--- src/hdl/vzd_pkg.sv ---
// Package for the varint zig-zag delta decoder: result kinds, error codes,
// phase encoding, result and step structs, queue sizing and the width mask.
// No dependencies.
package vzd_pkg;

  localparam logic [31:0] MAX_OUTPUT_BYTES_DEF = 32'd16777216;

  localparam int unsigned QDEPTH = 4;
  localparam int unsigned QAW    = $clog2(QDEPTH);
  localparam int unsigned QLW    = QAW + 1;

  localparam logic [1:0] HDR_LAST_BYTE    = 2'd3;
  localparam logic [3:0] VARINT_MAX_BYTES = 4'd10;

  typedef enum logic [1:0] {
    KIND_ELEM = 2'd0,
    KIND_END  = 2'd1,
    KIND_ERR  = 2'd2
  } kind_e;

  typedef enum logic [2:0] {
    ERR_NONE          = 3'd0,
    ERR_SHORT_HDR     = 3'd1,
    ERR_OVER_LIMIT    = 3'd2,
    ERR_SIZE_MISMATCH = 3'd3,
    ERR_VARINT_LONG   = 3'd4,
    ERR_TRUNCATED     = 3'd5
  } err_e;

  typedef enum logic [1:0] {
    REG_SIZE_CODE = 2'd0,
    REG_EXPECTED  = 2'd1
  } reg_e;

  typedef enum logic [3:0] {
    PH_HEADER = 4'b0001,
    PH_BODY   = 4'b0010,
    PH_DONE   = 4'b0100,
    PH_ERROR  = 4'b1000
  } phase_e;

  typedef struct packed {
    kind_e       kind;
    err_e        code;
    logic [63:0] value;
    logic [31:0] index;
    logic        last;
  } result_t;

  // n results valid, r0 first
  typedef struct packed {
    logic [1:0] n;
    result_t    r0;
    result_t    r1;
  } step_t;

  function automatic logic [63:0] width_mask(input logic [1:0] code);
    logic [63:0] m;
    unique case (code)
      2'd0:    m = 64'h0000_0000_0000_00FF;
      2'd1:    m = 64'h0000_0000_0000_FFFF;
      2'd2:    m = 64'h0000_0000_FFFF_FFFF;
      default: m = 64'hFFFF_FFFF_FFFF_FFFF;
    endcase
    return m;
  endfunction

  function automatic result_t mk_result(input kind_e kind, input err_e code,
                                        input logic [63:0] value,
                                        input logic [31:0] index, input logic last);
    result_t r;
    r.kind  = kind;
    r.code  = code;
    r.value = value;
    r.index = index;
    r.last  = last;
    return r;
  endfunction

endpackage

--- src/hdl/varint_zigzag_delta_decoder.sv ---
// Top level of the varint zig-zag delta decoder: stream ports, configuration
// registers, decode core and result queue. Depends on vzd_pkg, vzd_core, vzd_queue.
//
//  channel   | direction | handshake               | payload
//  s_axis    | in        | s_axis_tvalid/tready    | tdata=in_byte, tlast=in_last
//  m_axis    | out       | m_axis_tvalid/tready    | tdata, tuser=result_kind,
//            |           |                         | tlast=run_last
//  cfg       | in        | cfg_valid_i/cfg_ready_o | cfg_index_i, cfg_data_i
//
// One byte per cycle; a byte is decoded in the cycle it is accepted and its
// results land in a four-entry queue, one result leaves per cycle while
// m_axis_tready is high. A byte that yields two results fills two queue entries
// at once; input holds while fewer than two queue entries are free.
// Reset clears block state, queue and configuration; no clearing pass.
module varint_zigzag_delta_decoder #(
  parameter logic [31:0] MAX_OUTPUT_BYTES = vzd_pkg::MAX_OUTPUT_BYTES_DEF
) (
  input  logic         clk_i,
  input  logic         rst_ni,
  input  logic         s_axis_tvalid,
  output logic         s_axis_tready,
  input  logic [7:0]   s_axis_tdata,   // [7:0] in_byte
  input  logic         s_axis_tlast,
  output logic         m_axis_tvalid,
  input  logic         m_axis_tready,
  output logic [103:0] m_axis_tdata,   // [2:0] error_code, [66:3] element_value,
                                       // [98:67] element_index, rest zero
  output logic [1:0]   m_axis_tuser,   // [1:0] result_kind
  output logic         m_axis_tlast,
  input  logic         cfg_valid_i,
  output logic         cfg_ready_o,
  input  logic [1:0]   cfg_index_i,
  input  logic [31:0]  cfg_data_i
);

  logic [1:0]                 size_code_q;
  logic [31:0]                expected_q;
  logic                       accept;
  vzd_pkg::step_t             step;
  vzd_pkg::result_t           head;
  logic [vzd_pkg::QLW-1:0]    level;

  assign cfg_ready_o = 1'b1;

  always_ff @(posedge clk_i or negedge rst_ni) begin
    if (!rst_ni) begin
      size_code_q <= 2'd0;
      expected_q  <= 32'd0;
    end else if (cfg_valid_i) begin
      if (cfg_index_i == vzd_pkg::REG_SIZE_CODE) begin
        size_code_q <= cfg_data_i[1:0];
      end
      if (cfg_index_i == vzd_pkg::REG_EXPECTED) begin
        expected_q <= cfg_data_i;
      end
    end
  end

  assign s_axis_tready = level <= vzd_pkg::QLW'(vzd_pkg::QDEPTH - 2);
  assign accept        = s_axis_tvalid && s_axis_tready;

  vzd_core #(
    .MAX_OUTPUT_BYTES(MAX_OUTPUT_BYTES)
  ) u_core (
    .clk_i       (clk_i),
    .rst_ni      (rst_ni),
    .accept_i    (accept),
    .byte_i      (s_axis_tdata),
    .last_i      (s_axis_tlast),
    .size_code_i (size_code_q),
    .expected_i  (expected_q),
    .step_o      (step)
  );

  vzd_queue u_queue (
    .clk_i   (clk_i),
    .rst_ni  (rst_ni),
    .push_i  (accept),
    .step_i  (step),
    .pop_i   (m_axis_tready),
    .head_o  (head),
    .level_o (level)
  );

  assign m_axis_tvalid = level != '0;
  assign m_axis_tdata  = {5'b00000, head.index, head.value, head.code};
  assign m_axis_tuser  = head.kind;
  assign m_axis_tlast  = head.last;

  a_level_bound : assert property (@(posedge clk_i) disable iff (!rst_ni)
    level <= vzd_pkg::QLW'(vzd_pkg::QDEPTH))
    else $error("result queue overflow");

  a_nonelem_last : assert property (@(posedge clk_i) disable iff (!rst_ni)
    (m_axis_tvalid && (m_axis_tuser != vzd_pkg::KIND_ELEM)) |-> m_axis_tlast)
    else $error("end or error result without run_last");

  a_elem_not_last : assert property (@(posedge clk_i) disable iff (!rst_ni)
    (m_axis_tvalid && (m_axis_tuser == vzd_pkg::KIND_ELEM)) |->
      (!m_axis_tlast && (m_axis_tdata[2:0] == vzd_pkg::ERR_NONE)))
    else $error("element result carries run_last or error code");

  a_no_push_when_full : assert property (@(posedge clk_i) disable iff (!rst_ni)
    (accept && (step.n == 2'd2)) |=> (level != '0))
    else $error("double result lost");

endmodule

--- src/hdl/vzd_core.sv ---
// Decode core: per-block state registers and the single-pass step logic that
// turns one accepted byte into zero, one or two results. Depends on vzd_pkg.
module vzd_core #(
  parameter logic [31:0] MAX_OUTPUT_BYTES = vzd_pkg::MAX_OUTPUT_BYTES_DEF
) (
  input  logic            clk_i,
  input  logic            rst_ni,
  input  logic            accept_i,
  input  logic [7:0]      byte_i,
  input  logic            last_i,
  input  logic [1:0]      size_code_i,
  input  logic [31:0]     expected_i,
  output vzd_pkg::step_t  step_o
);

  vzd_pkg::phase_e phase_q, phase_d;
  logic [1:0]  hdr_q, hdr_d;
  logic [31:0] count_q, count_d;
  logic [31:0] done_q, done_d;
  logic [63:0] var_q, var_d;
  logic [3:0]  vbytes_q, vbytes_d;
  logic [63:0] sum_q, sum_d;

  logic [31:0] count_new;
  logic [34:0] size;
  logic        over, mismatch;
  logic [6:0]  shamt7;
  logic [63:0] var_new, mask, zz, sum_new;
  logic [31:0] done_new;
  logic [3:0]  vbytes_new;
  logic        clear;
  vzd_pkg::step_t step;

  assign count_new  = count_q | ({24'b0, byte_i} << {hdr_q, 3'b000});
  assign size       = {3'b000, count_new} << size_code_i;
  assign over       = size > {3'b000, MAX_OUTPUT_BYTES};
  assign mismatch   = (expected_i != 32'd0) && ({3'b000, expected_i} != size);
  assign shamt7     = {vbytes_q, 3'b000} - {3'b000, vbytes_q};
  assign var_new    = var_q | ({57'b0, byte_i[6:0]} << shamt7[5:0]);
  assign mask       = vzd_pkg::width_mask(size_code_i);
  assign zz         = ((var_new >> 1) ^ {64{var_new[0]}}) & mask;
  assign sum_new    = (sum_q + zz) & mask;
  assign done_new   = done_q + 32'd1;
  assign vbytes_new = vbytes_q + 4'd1;

  always_comb begin
    phase_d  = phase_q;
    hdr_d    = hdr_q;
    count_d  = count_q;
    done_d   = done_q;
    var_d    = var_q;
    vbytes_d = vbytes_q;
    sum_d    = sum_q;
    clear    = 1'b0;
    step     = '0;
    unique case (phase_q)
      vzd_pkg::PH_HEADER: begin
        count_d = count_new;
        if (hdr_q != vzd_pkg::HDR_LAST_BYTE) begin
          hdr_d = hdr_q + 2'd1;
          if (last_i) begin
            step.n  = 2'd1;
            step.r0 = vzd_pkg::mk_result(vzd_pkg::KIND_ERR, vzd_pkg::ERR_SHORT_HDR,
                                         64'd0, 32'd0, 1'b1);
            clear   = 1'b1;
          end
        end else begin
          if (over || mismatch) begin
            step.n  = 2'd1;
            step.r0 = vzd_pkg::mk_result(vzd_pkg::KIND_ERR,
                                         over ? vzd_pkg::ERR_OVER_LIMIT
                                              : vzd_pkg::ERR_SIZE_MISMATCH,
                                         64'd0, 32'd0, 1'b1);
            phase_d = vzd_pkg::PH_ERROR;
          end else begin
            phase_d = (count_new == 32'd0) ? vzd_pkg::PH_DONE : vzd_pkg::PH_BODY;
            if (last_i) begin
              step.n  = 2'd1;
              step.r0 = (count_new == 32'd0)
                ? vzd_pkg::mk_result(vzd_pkg::KIND_END, vzd_pkg::ERR_NONE,
                                     64'd0, 32'd0, 1'b1)
                : vzd_pkg::mk_result(vzd_pkg::KIND_ERR, vzd_pkg::ERR_TRUNCATED,
                                     64'd0, 32'd0, 1'b1);
            end
          end
          clear = last_i;
        end
      end
      vzd_pkg::PH_BODY: begin
        if (!byte_i[7]) begin
          step.r0  = vzd_pkg::mk_result(vzd_pkg::KIND_ELEM, vzd_pkg::ERR_NONE,
                                        sum_new, done_q, 1'b0);
          step.n   = 2'd1;
          sum_d    = sum_new;
          done_d   = done_new;
          var_d    = 64'd0;
          vbytes_d = 4'd0;
          if (done_new >= count_q) begin
            phase_d = vzd_pkg::PH_DONE;
          end
          if (last_i) begin
            step.n  = 2'd2;
            step.r1 = (done_new >= count_q)
              ? vzd_pkg::mk_result(vzd_pkg::KIND_END, vzd_pkg::ERR_NONE,
                                   64'd0, 32'd0, 1'b1)
              : vzd_pkg::mk_result(vzd_pkg::KIND_ERR, vzd_pkg::ERR_TRUNCATED,
                                   64'd0, 32'd0, 1'b1);
            clear   = 1'b1;
          end
        end else begin
          var_d    = var_new;
          vbytes_d = vbytes_new;
          if (vbytes_new >= vzd_pkg::VARINT_MAX_BYTES) begin
            step.n  = 2'd1;
            step.r0 = vzd_pkg::mk_result(vzd_pkg::KIND_ERR, vzd_pkg::ERR_VARINT_LONG,
                                         64'd0, 32'd0, 1'b1);
            phase_d = vzd_pkg::PH_ERROR;
            clear   = last_i;
          end else if (last_i) begin
            step.n  = 2'd1;
            step.r0 = vzd_pkg::mk_result(vzd_pkg::KIND_ERR, vzd_pkg::ERR_TRUNCATED,
                                         64'd0, 32'd0, 1'b1);
            clear   = 1'b1;
          end
        end
      end
      vzd_pkg::PH_DONE: begin
        if (last_i) begin
          step.n  = 2'd1;
          step.r0 = vzd_pkg::mk_result(vzd_pkg::KIND_END, vzd_pkg::ERR_NONE,
                                       64'd0, 32'd0, 1'b1);
          clear   = 1'b1;
        end
      end
      default: begin
        clear = last_i;
      end
    endcase
    if (clear) begin
      phase_d  = vzd_pkg::PH_HEADER;
      hdr_d    = 2'd0;
      count_d  = 32'd0;
      done_d   = 32'd0;
      var_d    = 64'd0;
      vbytes_d = 4'd0;
      sum_d    = 64'd0;
    end
  end

  assign step_o = step;

  always_ff @(posedge clk_i or negedge rst_ni) begin
    if (!rst_ni) begin
      phase_q  <= vzd_pkg::PH_HEADER;
      hdr_q    <= 2'd0;
      count_q  <= 32'd0;
      done_q   <= 32'd0;
      var_q    <= 64'd0;
      vbytes_q <= 4'd0;
      sum_q    <= 64'd0;
    end else if (accept_i) begin
      phase_q  <= phase_d;
      hdr_q    <= hdr_d;
      count_q  <= count_d;
      done_q   <= done_d;
      var_q    <= var_d;
      vbytes_q <= vbytes_d;
      sum_q    <= sum_d;
    end
  end

endmodule

--- src/hdl/vzd_queue.sv ---
// Result queue: takes up to two results per cycle, hands out one per cycle while
// pop_i is high, from a registered head entry. Depends on vzd_pkg.
module vzd_queue (
  input  logic                        clk_i,
  input  logic                        rst_ni,
  input  logic                        push_i,
  input  vzd_pkg::step_t              step_i,
  input  logic                        pop_i,
  output vzd_pkg::result_t            head_o,
  output logic [vzd_pkg::QLW-1:0]     level_o
);

  vzd_pkg::result_t             mem_q [vzd_pkg::QDEPTH];
  logic [vzd_pkg::QAW-1:0]      wr_q, wr_d, rd_q, rd_d, wr_next;
  logic [vzd_pkg::QLW-1:0]      level_q, level_d;
  logic [1:0]                   n_push;
  logic                         do_pop;

  assign n_push  = push_i ? step_i.n : 2'd0;
  assign do_pop  = pop_i && (level_q != '0);
  assign wr_next = wr_q + vzd_pkg::QAW'(1);
  assign wr_d    = wr_q + vzd_pkg::QAW'(n_push);
  assign rd_d    = rd_q + vzd_pkg::QAW'(do_pop);
  assign level_d = level_q + vzd_pkg::QLW'(n_push) - vzd_pkg::QLW'(do_pop);

  always_ff @(posedge clk_i) begin
    if (n_push != 2'd0) begin
      mem_q[wr_q] <= step_i.r0;
    end
    if (n_push == 2'd2) begin
      mem_q[wr_next] <= step_i.r1;
    end
  end

  always_ff @(posedge clk_i or negedge rst_ni) begin
    if (!rst_ni) begin
      wr_q    <= '0;
      rd_q    <= '0;
      level_q <= '0;
    end else begin
      wr_q    <= wr_d;
      rd_q    <= rd_d;
      level_q <= level_d;
    end
  end

  assign head_o  = mem_q[rd_q];
  assign level_o = level_q;

endmodule

--- config.mk ---
export PLATFORM = sky130hd
export DESIGN_NAME = varint_zigzag_delta_decoder
export DESIGN_NICKNAME = d
export VERILOG_FILES = /design/src/hdl/vzd_pkg.sv /design/src/hdl/varint_zigzag_delta_decoder.sv /design/src/hdl/vzd_core.sv /design/src/hdl/vzd_queue.sv
export SDC_FILE = /design/constraint.sdc
export NUM_CORES = 1
export LEC_CHECK = 0
export ABC_AREA = 1
export BUFFER_PORTS_ARGS = -buffer_cell sky130_fd_sc_hd__buf_2
export CAP_MARGIN = 30
export CORE_MARGIN = 2
export CORE_UTILIZATION = 45
export DETAILED_ROUTE_END_ITERATION = 12
export GPL_ROUTABILITY_DRIVEN = 1
export HOLD_SLACK_MARGIN = 0.06
export PLACE_DENSITY_LB_ADDON = 0.3
export REMOVE_ABC_BUFFERS = 1
export SYNTH_ARGS = -nofsm -noshare
export SYNTH_HDL_FRONTEND = slang
export SYNTH_SLANG_ARGS = --single-unit
--- constraint.sdc ---
create_clock -name clk_i -period 5.2 [get_ports clk_i]
set_input_delay 1.04 -clock clk_i [delete_from_list [all_inputs] [get_ports clk_i]]
set_output_delay 1.04 -clock clk_i [all_outputs]
set_load 0.005 [all_outputs]
==> results of run 1 <==
timing repair:
action                     CTS  global route
setup buffers                0             6
setup endpoints to repair    0           233
resized for setup            0            71
per-layer routing:
layer,vias up,track usage [%],wire length [um]
li1,18500,-,-
met1,18100,38.2,53800
met2,1432,49.4,61300
met3,252,3.34,8470
met4,2,11.1,4740
met5,-,0,13
layout by cell type (no fill, tap or decap), drive strengths merged, types with 6 or more instances in the layout:
cell type / instances
a211oi: 6
a21boi: 14
a21o: 14
a21oi: 271
a22oi: 13
a31oi: 16
buf: 461
clkbuf: 115
clkinv: 20
conb: 6
dfrtp: 242
dfxtp: 388
edfxtp: 20
ha: 107
inv: 361
mux2: 12
nand2: 1077
nand3: 1071
nand3b: 20
nand4: 27
nor2: 555
nor3: 25
nor4: 26
o211ai: 6
o21ai: 481
o21bai: 10
o22ai: 129
or2: 11
xnor2: 12
xor2: 49
cells by family after synthesis:
family / Yosys count / synth area share (%)
DFF: 651 / 38.7
other: 2 / 0.0201
xor gates and xnor gates: 61 / 1.43
buffers and inverters: 722 / 8.88
and+or+nand+nor: 2816 / 32.7
adders and majority gates: 109 / 3.69
muxes: 14 / 0.415
AOI/OAI and AO/OA: 980 / 14.2
area by class of cell:
cell class,instances,area [um^2]
fill,8208,39200
multi-input combinational,3986,19900
sequential,651,14500
timing repair buffer,461,3250
clock buffer,115,2310
inverter,361,1370
tap,1070,1340
clock inverter,23,173
antenna,5,12.5
timing repair inverter,1,7.51
metrics by stage:
stage / setup TNS, ns / hold slack (ns) / std cells
floorplan: -2345.81 / 0.440 / 4998
global placement: -0.645 / 0.449 / 6521
detailed placement: -0.618 / 0.454 / 6523
CTS: 0 / 0.462 / 6661
global route: -0.227 / 0.475 / 6672
finish: 0 / 0.461 / 6673
registers in the layout (all words and copies together) (netlist names):
name,flops
u_queue.level_o,3
u_core.count_q,32
u_core.done_q,32
u_queue.wr_q,2
size_code_q,2
u_core.sum_q,64
u_core.phase_q,4
expected_q,32
u_queue.rd_q,2
u_core.var_q,64
u_core.vbytes_q,4
u_queue.mem_q,408
u_core.hdr_q,2
worst register-to-register path, stage by stage (launching register included):
cell	delay [ns]
dfrtp_2	0.46
inv_1	0.14
ha_4	0.24
buf_4	0.16
nor2_1	0.15
nand2_1	0.09
nor3_1	0.21
buf_4	0.16
a21oi_4	0.08
inv_2	0.15
buf_12	0.17
o21ai_0	0.10
a21oi_1	0.28
ha_1	0.38
a21o_1	0.23
a21oi_1	0.25
a21boi_0	0.35
o21ai_0	0.19
a221oi_1	0.36
nand2_1	0.09
nand2_1	0.06
nand3_1	0.13
nor2_2	0.22
nand3_1	0.10
nand2_1	0.11
power by group through the flow:
stage / Sequential [mW] / Clock [mW] / Combinational, mW
2_1_floorplan: 5.80 / 0 / 6.35
3_3_place_gp: 5.82 / 0 / 11.3
3_5_place_dp: 5.83 / 0 / 11.4
4_1_cts: 5.73 / 5.42 / 11.5
5_1_grt: 5.78 / 5.62 / 12.9
6_report: 5.75 / 5.34 / 11.8
path summary, 6_finish.rpt:
path / from / end / cells past startpoint
worst max-delay path: u_core.vbytes_q[0]$_DFFE_PN0P_ / u_queue.mem_q[0][82]$_SDFFE_PP0N_ / 24
worst min-delay path: rst_ni / u_core.sum_q[8]$_DFFE_PN0P_ / 1
worst max register to register: u_core.vbytes_q[0]$_DFFE_PN0P_ / u_queue.mem_q[0][82]$_SDFFE_PP0N_ / 24
worst min register to register: u_queue.mem_q[2][53]$_SDFFE_PP0P_ / u_queue.mem_q[2][53]$_SDFFE_PP0P_ / 2
max in group asynchronous: rst_ni / size_code_q[1]$_DFFE_PN0P_ / 2
min in group clk_i: u_queue.mem_q[2][53]$_SDFFE_PP0P_ / u_queue.mem_q[2][53]$_SDFFE_PP0P_ / 2
==> results.cfg, run 1 <==
[synth]
yosysTopAreaCell = dfxtp_1
synth-seq-cells = 651
synth_top_cell_area_share_pct = 20.8
ys.flop_type = dfxtp_1
synth_edf_count = 20
synth_cell_types = 50
ys_async_sr_fraction_pct = 37.3
syn_area_mm2 = 0.0374
seq_area_frac_synth_pct = 38.7
syn_inst = 5355
synth.most_common_cell = nand2_1
synth_warnings = 0
synth.top_cells.by_count = 1073 x nand2_1, 1068 x nand3_1, 554 x nor2_1, 479 x o21ai_0, 388 x dfxtp_1
synthTopCellsByArea = dfxtp_1 21%, dfrtp_1 16%, nand3_1 14%
syn_avg_cell_area_um2 = 6.98

[route]
dr_total_vias = 38300
wl_per_cell_um = 19.2
ant_nets = 0
drc = 0
dr.first_iter.drc_count = 3544
first_pass_iters = 6
via_per_inst = 5.74
wl_mm = 128

[cts]
cts_max_path_buffers = 3
cts-root-buf = clkbuf_16
cts_tree = done
clk_pin_slew_ns = 0.06
worst_skew_pair.late_latency_ns = 0.64
htreeDepth = 3
hold_buffers = 0
cts_sinks = 651
cts_buffers = 76

[floorplanning]
coreArea_mm2 = 0.0821
die_h_um = 292
ios = 158
die_x_um = 292
rows = 105
start_util_pct = 45.5
dieArea_mm2 = 0.0854

[power_and_ir_drop]
power.share.switching_pct = 45.7
pwr-share-comb_pct = 51.5
finalPower_mw = 22.9
p_per_area_mw_per_mm2 = 533
power_frac_clock_pct = 23.4
intPower_mw = 12.4
seqPwrFrac_pct = 25.2
p_switching_mw = 10.4
leakage_nw = 20.3
ir_drop_v = 0.000454

[global_route]
grt_max_degree = 202
grt_pass1_wl_mm = 201
antenna_found_initial = 6
track_usage_pct = 29.2
grt_pass1_vias = 35700
grt_overflow = 0

[timing]
worst_pin_slew_ns = 1.11
slew-limit-headroom_pct = 26.0
fin_ws_ns = 0.254
layout_min_cycle_time_ns = 4.95
hold_violations = 0
setup_violations = 0
clock.fmax_ghz = 0.202
maxSlewViolCount = 0
finalCritPeriodShare_pct = 95.1
worst_clock_skew_ns = 0.0213

[setup_path]
crit_top_cell = nand2_1
path_class = reg -> reg
cp.required_ns = 5.76
slowest_delay_ns = 0.46
r2r_slack_ns = 0.25
path_buf_inv = 5
cp_data_arrival_time_ns = 5.50
worstPathMaxFanout = 14
crit_family = compound AO/OA/AOI/OAI gates
cp_cell_sequence = inv_1, ha_4, buf_4, nor2_1, nand2_1, nor3_1, buf_4, a21oi_4, inv_2, buf_12, o21ai_0, a21oi_1, ha_1, a21o_1, a21oi_1, a21boi_0, o21ai_0, a221oi_1, nand2_1, nand2_1, nand3_1, nor2_2, nand3_1, nand2_1
critPathLaunchType = flip-flop
cp_slowest_cell = dfrtp_2
crit_path_end_kind = flip-flop

[place]
hpwl_mm = 86.4
port_buffers = 151
place_area_mm2 = 0.0401
pre_cts_ws_ns = -0.0897
gp_congestion = 1.02

[finish]
syn_to_final_growth_pct = 14.7
drive_gt1_share_pct = 12.3
postLayoutCoreUtil_pct = 52.2
nets = 5695
design_area_mm2 = 0.0429

[run]
cap_violations = 0

[run_status]
status = finished clean

[worst_hold_path]
hold_path_class = in -> async
No activity file was read; power rests on OpenSTA's default activity.
==> run 2: changes to the inputs <==
--- a/config.mk
+++ b/config.mk
@@ -17,4 +17,5 @@
 export REMOVE_ABC_BUFFERS = 1
 export SYNTH_ARGS = -nofsm -noshare
 export SYNTH_HDL_FRONTEND = slang
+export SYNTH_HIERARCHICAL = 1
 export SYNTH_SLANG_ARGS = --single-unit
==> results.cfg, run 2 <==
[place]
placed_cells = 6854
pre_cts_ws_ns = -0.591
hpwl_mm = 89.0
port_buffers = 151
place_area_mm2 = 0.0456
gp_congestion = 0.990

[synth]
syn_avg_cell_area_um2 = 7.76
synth.most_common_cell = nand2_1
ys.flop_type = edfxtp_1
synth_cell_types = 59
syn_inst = 5358
synth_edf_count = 408
synth_warnings = 6
synthTopCellsByArea = edfxtp_1 29%, dfrtp_1 15%, nand2_1 11%
yosysTopAreaCell = edfxtp_1
synth.top_cells.by_count = 1179 x nand2_1, 673 x nor2_1, 615 x o21ai_0, 477 x inv_1, 408 x edfxtp_1
seq_area_frac_synth_pct = 44.1
ys_async_sr_fraction_pct = 37.3
synth-seq-cells = 651
synth_top_cell_area_share_pct = 29.5
syn_area_mm2 = 0.0416

[finish]
stdcell_count = 7005
layout_commonest_cell = nand2_1
syn_to_final_growth_pct = 17.0
design_area_mm2 = 0.0487
reg.largest.list = u_queue/mem_q x408, u_core/sum_q x64, u_core/var_q x64
largest_reg_flops = 408
postLayoutCoreUtil_pct = 53.1
layout_common_cells = 1172 x nand2_1, 634 x nor2_1, 596 x o21ai_0
antennaDiodeCount = 0
largest-register = u_queue/mem_q
nets = 5910
drive_gt1_share_pct = 17.0

[cts]
cts-root-buf = clkbuf_16
worst_skew_pair.late_latency_ns = 0.65
clk_pin_slew_ns = 0.07
cts_buffers = 76
hold_buffers = 0
cts_tree = done
cts_max_path_buffers = 3
htreeDepth = 3
cts_sinks = 651

[setup_path]
crit_family = compound AO/OA/AOI/OAI gates
reg2reg_to = u_queue/mem_q[3][82]$_DFFE_PP_
worstPathMaxFanout = 10
critPathLaunchType = flip-flop
startpoint = u_core/vbytes_q[0]$_DFFE_PN0P_
cp_data_arrival_time_ns = 5.35
crit_path_end_kind = flip-flop
cp_slowest_cell = dfrtp_2
rr_worst_depth = 26
cp.required_ns = 5.57
path_class = reg -> reg
slowest_delay_ns = 0.45
r2r-start = u_core/vbytes_q[0]$_DFFE_PN0P_
path_buf_inv = 4
r2r_slack_ns = 0.22

[timing]
rsz0062_at_grt = true
hold_violations = 0
holdWs_ns = 0.392
clock.fmax_ghz = 0.201
finalCritPeriodShare_pct = 95.8
maxSlewViolCount = 0
worst_pin_slew_ns = 0.985
worst_clock_skew_ns = 0.0349
fin_ws_ns = 0.221
layout_min_cycle_time_ns = 4.98
slew-limit-headroom_pct = 34.4
setup_tns_ns = 0
setup_violations = 0

[global_route]
grt_overflow = 0
antenna_found_initial = 2
track_usage_pct = 26.2
grt_pass1_vias = 34900
grt_pass1_wl_mm = 196
grt_max_degree = 127

[power_and_ir_drop]
ir_drop_v = 0.000435
finalPower_mw = 19.2
leakage_nw = 20.6
p_per_area_mw_per_mm2 = 394

[route]
ant_nets = 0
wl_per_cell_um = 18.0
first_pass_iters = 6
drc = 0
dr_total_vias = 37600
wl_mm = 126
via_per_inst = 5.36
dr.first_iter.drc_count = 3921

[run_status]
status = finished clean

[run]
cap_violations = 0

[floorplanning]
die_x_um = 308
rows = 111
coreArea_mm2 = 0.0917
dieArea_mm2 = 0.0949
die_h_um = 308
ios = 158
start_util_pct = 45.4

[worst_hold_path]
hold_path_class = in -> async
## run 2: cell types whose count changed in the layout (fill, tap and decap cells not counted), moves of 98 or more
cell / previous run / this run
o21ai_2: 2 / 112
nand2_1: 1063 / 1172
o21ai_0: 463 / 596
nand3_1: 1063 / 314
buf_4: 297 / 417
edfxtp_1: 20 / 408
inv_1: 346 / 471
o22ai_1: 129 / 31
dfxtp_1: 388 / 0
nor2_1: 536 / 634
o21ai_1: 16 / 252
## run 2: final cells by class
cell class / instances / area, um^2
Clock buffer: 106 / 2200
Clock inverter: 35 / 409
Fill cell: 8598 / 43000
Inverter: 490 / 1850
Multi-Input combinational cell: 3933 / 19800
Sequential cell: 651 / 18300
Tap cell: 1186 / 1480
Timing Repair Buffer: 604 / 4600
## run 2: repair_timing
| action | CTS | global route |
|---|---|---|
| pin swaps | 2 | 15 |
| setup endpoints to repair | 60 | 192 |
| gates resized for setup | 8 | 122 |
| buffers inserted | 0 | 10 |
## run 2: worst max path at each step
stage | end | slack [ns] | cells after the start
6_report | u_queue/mem_q[3][82]$_DFFE_PP_ | 0.22 | 26
3_3_place_gp | u_queue/mem_q[1][93]$_DFFE_PP_ | -0.62 | 30
3_5_place_dp | u_queue/mem_q[2][83]$_DFFE_PP_ | -0.59 | 27
4_1_cts | u_queue/mem_q[3][83]$_DFFE_PP_ | 0.003 | 27
5_1_grt | u_queue/mem_q[0][88]$_DFFE_PP_ | -0.09 | 30
2_1_floorplan | u_queue/mem_q[3][84]$_DFFE_PP_ | -3.59 | 24
## run 2: logic make-up after synthesis
| group | after synthesis | share of synthesized area, % |
|---|---|---|
| AND/OR/NAND/NOR | 2363 | 23.5 |
| AO/OA/AOI/OAI | 1293 | 17.2 |
| buffers and inverters | 874 | 10.4 |
| flip-flops | 651 | 44.1 |
| adder cells (fa/ha/maj) | 106 | 3.22 |
| XOR/XNOR | 65 | 1.47 |
| other | 3 | 0.0271 |
| multiplexers | 3 | 0.0722 |
## run 2: power breakdown
part	switching [mW]	internal, mW	total, mW
Sequential	0.245	5.83	6.08
Combinational	4.82	2.69	7.51
Clock	2.25	3.32	5.56
Total	7.31	11.8	19.2
## run 2: per-layer routing
layer  GRT usage, %  vias up  share of wire, %
li1               -    18600                 -
met1           37.4    17600                46
met2           41.9     1232                46
met3           3.10      170               6.1
met4           7.58        4               2.6
met5              0        -             0.017
